### src/rtl/core/bfb_pkg.sv
// Package for the board frame builder: shared constants, the command
// record passed from the front part to the back part, and step indexes.
// No dependencies.
package bfb_pkg;

   localparam int LenWidth = 13;
   localparam logic [LenWidth-1:0] MaxPayload = 13'd4096;
   localparam logic [LenWidth-1:0] HeaderLenAdd = 13'd10;

   localparam logic [7:0] SyncByte0 = 8'hEB;
   localparam logic [7:0] SyncByte1 = 8'hA0;
   localparam logic [7:0] SyncByte2 = 8'hF9;
   localparam logic [7:0] ReservedByte = 8'h00;

   localparam int QueueDepth = 4;
   localparam int QueuePtrWidth = $clog2(QueueDepth);
   localparam int QueueCntWidth = $clog2(QueueDepth + 1);

   localparam int HeaderBytes = 17;
   localparam int StepWidth = 5;
   localparam logic [StepWidth-1:0] StepFirst = 5'd0;
   localparam logic [StepWidth-1:0] StepSeqLo = 5'd3;
   localparam logic [StepWidth-1:0] StepLastHeader = 5'd16;
   localparam logic [StepWidth-1:0] StepData = 5'd17;
   localparam logic [StepWidth-1:0] StepCheck = 5'd18;

   typedef struct packed {
      logic                start;
      logic                has_data;
      logic                last;
      logic [15:0]         seq;
      logic [LenWidth-1:0] flen;
      logic [7:0]          chan;
      logic [15:0]         slot;
      logic [7:0]          link;
      logic [15:0]         freq;
      logic [15:0]         att;
      logic [7:0]          data;
   } cmd_type;

endpackage

### src/rtl/core/bfb_if.sv
// Handshake channels of the board frame builder: the request channel that
// carries payload items and the response channel that carries frame bytes.
// No dependencies.
interface bfb_req_if;
   logic               valid;
   logic               ready;
   logic [7:0]         phy_channel;
   logic [15:0]        first_slot;
   logic [7:0]         link_id;
   logic signed [15:0] freq_offset;
   logic [15:0]        attenuation;
   logic [12:0]        payload_len;
   logic [7:0]         data_byte;

   modport source (output valid, phy_channel, first_slot, link_id, freq_offset,
                   attenuation, payload_len, data_byte, input ready);
   modport sink (input valid, phy_channel, first_slot, link_id, freq_offset,
                 attenuation, payload_len, data_byte, output ready);
endinterface

interface bfb_rsp_if;
   logic       valid;
   logic       ready;
   logic [7:0] frame_byte;
   logic       frame_end;

   modport source (output valid, frame_byte, frame_end, input ready);
   modport sink (input valid, frame_byte, frame_end, output ready);
endinterface

### src/rtl/core/bfb_front.sv
// Front part of the board frame builder: accepts request transfers, tracks
// frame position and sequence number, and issues one command per item.
// Depends on bfb_pkg and bfb_if.
module bfb_front
   import bfb_pkg::*;
(
   input  logic      clock,
   input  logic      reset,
   bfb_req_if.sink   req,
   input  logic      queue_full,
   output logic      push,
   output cmd_type   push_cmd
);

   logic                inside_ff, inside_in;
   logic [LenWidth-1:0] rem_ff, rem_in;
   logic [15:0]         seq_ff, seq_in;
   logic [LenWidth-1:0] plen;

   assign req.ready = !queue_full;
   assign push = req.valid && !queue_full;

   always_comb begin
      plen = (req.payload_len > MaxPayload) ? MaxPayload : req.payload_len;
      inside_in = inside_ff;
      rem_in = rem_ff;
      seq_in = seq_ff;
      push_cmd.start = !inside_ff;
      push_cmd.seq = seq_ff;
      push_cmd.flen = plen + HeaderLenAdd;
      push_cmd.chan = req.phy_channel;
      push_cmd.slot = req.first_slot;
      push_cmd.link = req.link_id;
      push_cmd.freq = req.freq_offset;
      push_cmd.att = req.attenuation;
      push_cmd.data = req.data_byte;
      if (inside_ff) begin
         push_cmd.has_data = 1'b1;
         push_cmd.last = (rem_ff == LenWidth'(1));
      end else begin
         push_cmd.has_data = (plen != '0);
         push_cmd.last = (plen == '0) || (plen == LenWidth'(1));
      end
      if (push) begin
         if (inside_ff) begin
            rem_in = rem_ff - LenWidth'(1);
            inside_in = (rem_ff != LenWidth'(1));
         end else begin
            seq_in = seq_ff + 16'd1;
            if (plen != '0) begin
               rem_in = plen - LenWidth'(1);
               inside_in = (plen != LenWidth'(1));
            end
         end
      end
   end

   always_ff @(posedge clock) begin
      if (reset) begin
         inside_ff <= 1'b0;
         rem_ff <= '0;
         seq_ff <= '0;
      end else begin
         inside_ff <= inside_in;
         rem_ff <= rem_in;
         seq_ff <= seq_in;
      end
   end

endmodule

### src/rtl/core/bfb_queue.sv
// Command queue between the front and back parts of the board frame builder.
// QueueDepth register entries with read and write pointers.
// Depends on bfb_pkg.
module bfb_queue
   import bfb_pkg::*;
(
   input  logic    clock,
   input  logic    reset,
   input  logic    push,
   input  cmd_type push_cmd,
   output logic    full,
   input  logic    pop,
   output cmd_type head_cmd,
   output logic    empty
);

   cmd_type                  mem_ff [QueueDepth];
   logic [QueuePtrWidth-1:0] wr_ptr_ff, wr_ptr_in;
   logic [QueuePtrWidth-1:0] rd_ptr_ff, rd_ptr_in;
   logic [QueueCntWidth-1:0] count_ff, count_in;

   assign full = (count_ff == QueueCntWidth'(QueueDepth));
   assign empty = (count_ff == '0);
   assign head_cmd = mem_ff[rd_ptr_ff];

   always_comb begin
      wr_ptr_in = push ? wr_ptr_ff + QueuePtrWidth'(1) : wr_ptr_ff;
      rd_ptr_in = pop ? rd_ptr_ff + QueuePtrWidth'(1) : rd_ptr_ff;
      count_in = count_ff;
      if (push && !pop) begin
         count_in = count_ff + QueueCntWidth'(1);
      end else if (pop && !push) begin
         count_in = count_ff - QueueCntWidth'(1);
      end
   end

   always_ff @(posedge clock) begin
      if (push) begin
         mem_ff[wr_ptr_ff] <= push_cmd;
      end
   end

   always_ff @(posedge clock) begin
      if (reset) begin
         wr_ptr_ff <= '0;
         rd_ptr_ff <= '0;
         count_ff <= '0;
      end else begin
         wr_ptr_ff <= wr_ptr_in;
         rd_ptr_ff <= rd_ptr_in;
         count_ff <= count_in;
      end
   end

endmodule

### src/rtl/core/bfb_back.sv
// Back part of the board frame builder: steps through the bytes of each
// command (header, payload byte, checksum) into a registered response stage.
// Depends on bfb_pkg and bfb_if.
module bfb_back
   import bfb_pkg::*;
(
   input  logic    clock,
   input  logic    reset,
   input  cmd_type head_cmd,
   input  logic    empty,
   output logic    pop,
   bfb_rsp_if.source rsp
);

   logic                 rsp_valid_ff, rsp_valid_in;
   logic [7:0]           rsp_byte_ff, rsp_byte_in;
   logic                 rsp_end_ff, rsp_end_in;
   logic                 mid_ff, mid_in;
   logic [StepWidth-1:0] step_ff, step_in;
   logic [7:0]           sum_ff, sum_in;
   logic [StepWidth-1:0] step_cur;
   logic [StepWidth-1:0] step_next;
   logic [7:0]           hdr [HeaderBytes];
   logic [7:0]           byte_sel;
   logic                 advance;
   logic                 done;

   assign rsp.valid = rsp_valid_ff;
   assign rsp.frame_byte = rsp_byte_ff;
   assign rsp.frame_end = rsp_end_ff;

   always_comb begin
      hdr[0] = SyncByte0;
      hdr[1] = SyncByte1;
      hdr[2] = SyncByte2;
      hdr[3] = head_cmd.seq[7:0];
      hdr[4] = head_cmd.seq[15:8];
      hdr[5] = head_cmd.flen[7:0];
      hdr[6] = {3'b000, head_cmd.flen[12:8]};
      hdr[7] = head_cmd.chan;
      hdr[8] = head_cmd.slot[7:0];
      hdr[9] = head_cmd.slot[15:8];
      hdr[10] = ReservedByte;
      hdr[11] = ReservedByte;
      hdr[12] = head_cmd.link;
      hdr[13] = head_cmd.freq[7:0];
      hdr[14] = head_cmd.freq[15:8];
      hdr[15] = head_cmd.att[7:0];
      hdr[16] = head_cmd.att[15:8];
   end

   always_comb begin
      advance = !empty && (!rsp_valid_ff || rsp.ready);
      if (mid_ff) begin
         step_cur = step_ff;
      end else begin
         step_cur = head_cmd.start ? StepFirst : StepData;
      end
      if (step_cur <= StepLastHeader) begin
         byte_sel = hdr[step_cur];
      end else if (step_cur == StepData) begin
         byte_sel = head_cmd.data;
      end else begin
         byte_sel = sum_ff;
      end
      if (step_cur == StepLastHeader) begin
         step_next = head_cmd.has_data ? StepData : StepCheck;
      end else begin
         step_next = step_cur + StepWidth'(1);
      end
      done = (step_cur == StepCheck) || ((step_cur == StepData) && !head_cmd.last);
      pop = advance && done;

      rsp_valid_in = rsp_valid_ff;
      rsp_byte_in = rsp_byte_ff;
      rsp_end_in = rsp_end_ff;
      mid_in = mid_ff;
      step_in = step_ff;
      sum_in = sum_ff;
      if (advance) begin
         rsp_valid_in = 1'b1;
         rsp_byte_in = byte_sel;
         rsp_end_in = (step_cur == StepCheck);
         mid_in = !done;
         step_in = step_next;
         if (step_cur >= StepSeqLo && step_cur <= StepData) begin
            sum_in = ((step_cur == StepSeqLo) ? 8'd0 : sum_ff) + byte_sel;
         end
      end else if (rsp.ready) begin
         rsp_valid_in = 1'b0;
      end
   end

   always_ff @(posedge clock) begin
      if (reset) begin
         rsp_valid_ff <= 1'b0;
         mid_ff <= 1'b0;
         step_ff <= '0;
         sum_ff <= '0;
      end else begin
         rsp_valid_ff <= rsp_valid_in;
         mid_ff <= mid_in;
         step_ff <= step_in;
         sum_ff <= sum_in;
      end
      rsp_byte_ff <= rsp_byte_in;
      rsp_end_ff <= rsp_end_in;
   end

   a_mid_has_cmd: assert property (@(posedge clock) disable iff (reset)
      mid_ff |-> !empty)
      else $error("Back part is inside a command but the queue is empty.");

   a_mid_step_range: assert property (@(posedge clock) disable iff (reset)
      mid_ff |-> (step_ff != StepFirst && step_ff <= StepCheck))
      else $error("Back part step index out of range.");

   a_check_on_last: assert property (@(posedge clock) disable iff (reset)
      (advance && step_cur == StepCheck) |-> head_cmd.last)
      else $error("Checksum emitted for a command that does not end a frame.");

   a_end_pops: assert property (@(posedge clock) disable iff (reset)
      (advance && step_cur == StepCheck) |=> (!mid_ff && rsp_end_ff))
      else $error("Frame end transfer did not close the command.");

endmodule

### src/rtl/core/board_frame_builder.sv
// Board frame builder: a request accepted into an empty design reaches the
// response port through the command queue and the registered response stage.
// A payload item takes one response byte, so items stream one per cycle while
// the receiver is ready; a frame with N payload bytes has N + 18 response bytes,
// an empty one 18. The back part emitting one byte per cycle sets this rate.
// Synchronous reset clears the sequence number, frame state and queue.
module board_frame_builder
   import bfb_pkg::*;
(
   input  logic      clock,
   input  logic      reset,
   bfb_req_if.sink   req,
   bfb_rsp_if.source rsp
);

   logic    push;
   cmd_type push_cmd;
   logic    queue_full;
   logic    pop;
   cmd_type head_cmd;
   logic    empty;

   bfb_front u_front (
      .clock      (clock),
      .reset      (reset),
      .req        (req),
      .queue_full (queue_full),
      .push       (push),
      .push_cmd   (push_cmd)
   );

   bfb_queue u_queue (
      .clock    (clock),
      .reset    (reset),
      .push     (push),
      .push_cmd (push_cmd),
      .full     (queue_full),
      .pop      (pop),
      .head_cmd (head_cmd),
      .empty    (empty)
   );

   bfb_back u_back (
      .clock    (clock),
      .reset    (reset),
      .head_cmd (head_cmd),
      .empty    (empty),
      .pop      (pop),
      .rsp      (rsp)
   );

endmodule

### src/flat_wrapper.sv
// flat-port wrapper written by rule: the top's interface ports become plain ports
module board_frame_builder_flat import bfb_pkg::*;
  (clock, reset, req_valid, req_phy_channel, req_first_slot, req_link_id, req_freq_offset, req_attenuation, req_payload_len, req_data_byte, req_ready, rsp_valid, rsp_frame_byte, rsp_frame_end, rsp_ready);
  bfb_req_if req_i ();
  bfb_rsp_if rsp_i ();
  input  logic clock;
  input  logic reset;
  input wire logic [$bits(req_i.valid)-1:0] req_valid;
  input wire logic [$bits(req_i.phy_channel)-1:0] req_phy_channel;
  input wire logic [$bits(req_i.first_slot)-1:0] req_first_slot;
  input wire logic [$bits(req_i.link_id)-1:0] req_link_id;
  input wire logic [$bits(req_i.freq_offset)-1:0] req_freq_offset;
  input wire logic [$bits(req_i.attenuation)-1:0] req_attenuation;
  input wire logic [$bits(req_i.payload_len)-1:0] req_payload_len;
  input wire logic [$bits(req_i.data_byte)-1:0] req_data_byte;
  output wire logic [$bits(req_i.ready)-1:0] req_ready;
  output wire logic [$bits(rsp_i.valid)-1:0] rsp_valid;
  output wire logic [$bits(rsp_i.frame_byte)-1:0] rsp_frame_byte;
  output wire logic [$bits(rsp_i.frame_end)-1:0] rsp_frame_end;
  input wire logic [$bits(rsp_i.ready)-1:0] rsp_ready;
  assign req_i.valid = req_valid;
  assign req_i.phy_channel = req_phy_channel;
  assign req_i.first_slot = req_first_slot;
  assign req_i.link_id = req_link_id;
  assign req_i.freq_offset = req_freq_offset;
  assign req_i.attenuation = req_attenuation;
  assign req_i.payload_len = req_payload_len;
  assign req_i.data_byte = req_data_byte;
  assign req_ready = req_i.ready;
  assign rsp_valid = rsp_i.valid;
  assign rsp_frame_byte = rsp_i.frame_byte;
  assign rsp_frame_end = rsp_i.frame_end;
  assign rsp_i.ready = rsp_ready;
  board_frame_builder u_core (.clock(clock), .reset(reset), .req(req_i), .rsp(rsp_i));
endmodule
### config.mk
export PLATFORM = sky130hd
export DESIGN_NAME = board_frame_builder_flat
export DESIGN_NICKNAME = d
export VERILOG_FILES = /design/src/rtl/core/bfb_pkg.sv /design/src/rtl/core/bfb_if.sv /design/src/rtl/core/bfb_front.sv /design/src/rtl/core/bfb_queue.sv /design/src/rtl/core/bfb_back.sv /design/src/rtl/core/board_frame_builder.sv /design/src/flat_wrapper.sv
export SDC_FILE = /design/constraint.sdc
export NUM_CORES = 1
export LEC_CHECK = 0
export ABC_AREA = 1
export BUFFER_PORTS_ARGS = -buffer_cell sky130_fd_sc_hd__buf_2
export CORE_AREA = 4 4 190 192
export DETAILED_ROUTE_END_ITERATION = 16
export DIE_AREA = 0 0 194 196
export PLACE_DENSITY_LB_ADDON = 0.15
export RECOVER_POWER = 50
export SLEW_MARGIN = 20
export SYNTH_ARGS = -nofsm -noshare
export SYNTH_HDL_FRONTEND = slang
export SYNTH_SLANG_ARGS = --single-unit
### constraint.sdc
create_clock -name clock -period 7.3 [get_ports clock]
set_clock_uncertainty 0.15 [all_clocks]
set_input_delay 1.46 -clock clock [delete_from_list [all_inputs] [get_ports clock]]
set_output_delay 1.46 -clock clock [all_outputs]
set_load 0.05 [all_outputs]
==> impl_metrics.json <==
{
  "synth_cells": 1845,
  "layout_min_cycle_time_ps": 4910,
  "die_area_um2": 38000,
  "finalSetupViolCount": 0,
  "synth_xor_area_share_pct": 0.885,
  "post_cts_resized": 0,
  "synth-seq-cells": 479,
  "n_antenna_cell": 0,
  "htreeDepth": 2,
  "start_kind": "flip-flop",
  "fmax_ghz": 0.204,
  "failed_checks": "max-capacitance violations, max-slew violations",
  "stdcell_count": 2411,
  "crit_fanout": 130,
  "path_common_cell": "a21oi_1",
  "drt_first_pass_iters": 5,
  "grt_usage_pct": 25.1,
  "cts_tree": "done",
  "cp.arrival_ps": 5190,
  "dr.first_iter.drc_count": 1167,
  "synth_compound_area_share_pct": 11.4,
  "pwr-share-seq_pct": 46.0,
  "holdBufCountCts": 0,
  "globalRoute.totalOverflow": 0,
  "status": "complete, but fails checks",
  "ant_nets": 0,
  "synth_area_leaders": "edfxtp_1 (61%), nand2_1 (5.5%), dfxtp_1 (5.2%)",
  "synthAdderAreaFrac_pct": 1.70,
  "p_int_w": 0.00522,
  "fp.dieW_um": 194,
  "hp-class": "reg -> reg",
  "path_class": "reg -> reg",
  "slew_headroom_pct": -111,
  "cts-root-buf": "clkbuf_16",
  "synth-async-reset-ratio_pct": 0,
  "nNetsFinal": 2033,
  "synth_simple_gate_area_share_pct": 14.8,
  "antenna_found_initial": 0,
  "slowest_stage": "inv_6",
  "wl_per_cell_um": 20.2,
  "synth_edf_count": 425,
  "routed_wl_um": 48700,
  "cp_data_required_time_ps": 7590,
  "placementRows": 68,
  "cp-end-kind": "flip-flop",
  "yosysUniqueCellTypes": 65,
  "syn-num-nets": 1961,
  "finalSetupTns_ps": 0,
  "multi_input_area_um2": 5950,
  "fin_crit_sh_pct": 67.2,
  "tightest_slew_ps": 3160,
  "coreArea_um2": 34400,
  "dp_cells": 2322,
  "initial_core_util_pct": 60.4,
  "grt_pass1_wl_um": 75900,
  "viasPerCell": 5.87,
  "path_cells": "inv_6 > nand2_1 > nand3_2 > nand3_2 > nand2_2 > nand2_4 > inv_2 > nand2_1 > a21oi_1 > o21ai_0 > nand3_1 > nand3_1 > a21oi_1 > ha_1 > a21oi_1 > inv_1 > a31oi_1 > nor2_1 > o21ai_0 > nand2_1 > xnor2_1 > a21oi_1",
  "clock_path_buffers": 3,
  "vias": 14200,
  "drc": 0,
  "netlist_area_um2": 20800,
  "synth_top_area_share_pct": 61.4,
  "finalHoldViolations": 0,
  "place_hpwl_um": 29500,
  "drv_cap": 2,
  "synth_mux_area_share_pct": 0.0482,
  "clock_latency_ps": 560,
  "io_pins": 100,
  "synth_seq_area_share_pct": 66.6,
  "synthTopCellsByCount": "edfxtp_1 (425), nand2_1 (303), nor2_1 (239), o21ai_0 (192), inv_1 (97)",
  "path_clk_slew_ps": 60,
  "slowest_delay_ps": 650,
  "grt_max_degree": 188,
  "swShare_pct": 29.6,
  "vdd_drop_max_mv": 0.199,
  "drv_slew": 152,
  "grt_pass1_vias": 14000,
  "clkPwrFrac_pct": 33.8,
  "n_fill_cell": 2642,
  "rsz0062_at_grt": "false",
  "cts_buffers": 48,
  "cts_setup_buffers": 0,
  "seqCellArea_um2": 13800,
  "synth_top_family_by_area": "simple AND/OR/NAND/NOR gates",
  "synth.most_common_cell": "edfxtp_1",
  "synthFlopType": "edfxtp_1",
  "power_density_nw_per_um2": 323,
  "cts.sinks": 479,
  "syn_avg_cell_area_um2": 11.3,
  "drive_above_1_share_pct": 8.79,
  "synth_top_area_cell": "edfxtp_1",
  "p_switching_w": 0.00219,
  "leakage_nw": 8.24,
  "syn_to_final_growth_pct": 10.5,
  "gp_congestion": 0.916,
  "pwr-share-comb_pct": 20.1,
  "dieHeight_um": 196,
  "portBuffers": 99,
  "yosysWarnings": 0
}
==> cell usage in the layout (no fill, tap or decap), types with 12 or more instances in the layout <==
cell / netlist / final
a21oi_1: 92 / 92
dfxtp_1: 54 / 52
inv_1: 97 / 97
buf_2: 39 / 25
nand3_1: 83 / 83
xor2_1: 12 / 12
nor2_1: 239 / 240
ha_1: 25 / 25
inv_2: 14 / 13
a32o_1: 12 / 12
o211ai_1: 14 / 14
clkbuf_1: 26 / 91
nand2_1: 303 / 305
o22ai_1: 51 / 51
edfxtp_1: 425 / 425
clkbuf_16: 0 / 49
o21ai_0: 192 / 192
nand4_1: 17 / 17
o21ai_1: 12 / 12
o221ai_1: 15 / 15
nor3_1: 10 / 12
==> cell families after synthesis <==
group / count (synthesis)
simple gates: 700
flops: 479
compound gates: 410
buf+inv: 207
fa+ha+maj: 27
xor+xnor: 21
mux: 1
==> power groups by stage <==
stage               combinational [W]  clock [W]  sequential [W]
CTS                           0.00151    0.00254         0.00340
finish                        0.00149    0.00250         0.00341
detailed placement            0.00150          0         0.00346
global route                  0.00165    0.00267         0.00343
floorplan                     0.00100          0         0.00354
global placement              0.00148          0         0.00345
==> metrics by stage <==
step	util, %	hold slack [ps]	cell area [µm²]	total power, W	setup WS (ps)
after CTS	67.3	329	23100	0.00745	2480
after floorplan	-	294	20800	0.00454	448
after global routing	66.8	356	22900	0.00775	2020
after detailed placement	62.5	320	21500	0.00496	2530
final	66.8	329	22900	0.00741	2390
after global placement	62.5	318	21500	0.00493	2580
==> flip-flops by register name, indices dropped and copies added, names as in the netlist, named ones only <==
signal and flops:
u_core.u_queue.count_ff 3, u_core.u_front.seq_ff 16, u_core.u_queue.mem_ff 416, u_core.u_queue.rd_ptr_ff 2, u_core.u_back.rsp.frame_byte 8, u_core.u_back.rsp.valid 1, u_core.u_back.sum_ff 8, u_core.u_back.mid_ff 1
u_core.u_back.rsp.frame_end 1, u_core.u_back.step_ff 5, u_core.u_front.inside_ff 1, u_core.u_queue.wr_ptr_ff 2, u_core.u_front.rem_ff 13
==> worst paths after layout <==
check	start	cells after the start	slack (ps)	to
worst min register to register	u_core.u_back.sum_ff[5]$_SDFFE_PP0P_	2	330	u_core.u_back.sum_ff[5]$_SDFFE_PP0P_
worst max-delay path	flip-flop	22	2390	u_core.u_back.sum_ff[6]$_SDFFE_PP0P_
worst max register to register	flip-flop	22	2390	u_core.u_back.sum_ff[6]$_SDFFE_PP0P_
worst min-delay path	u_core.u_back.sum_ff[5]$_SDFFE_PP0P_	2	330	u_core.u_back.sum_ff[5]$_SDFFE_PP0P_
==> cell type report <==
class / instances / share of cell area, %
clock buffers: 69 / 5.93
clock inverters: 20 / 1.16
inverters: 116 / 1.94
multi-input cells: 1159 / 25.9
flip-flops and latches: 479 / 60.3
well taps: 455 / 2.48
repair buffers: 113 / 2.21
==> routing by layer <==
layer | vias to the layer above | share of wire (%) | global-route usage, %
li1 | 6706 | - | -
met5 | - | 0 | 0
met4 | 0 | 3.5 | 9.14
met1 | 6773 | 41 | 34.0
met2 | 563 | 48 | 41.5
met3 | 111 | 7.6 | 4.16
==> critical path: cells and delay by family, from the launching register on <==
kind,cells,cell delay (ps)
and+or+nand+nor,10,1370
adders and majority gates,1,330
xor gates and xnor gates,1,150
buffers and inverters,3,1090
AOI/OAI and AO/OA,7,1120
DFF,1,430
Note: power is estimated with default switching activity, not from simulation.
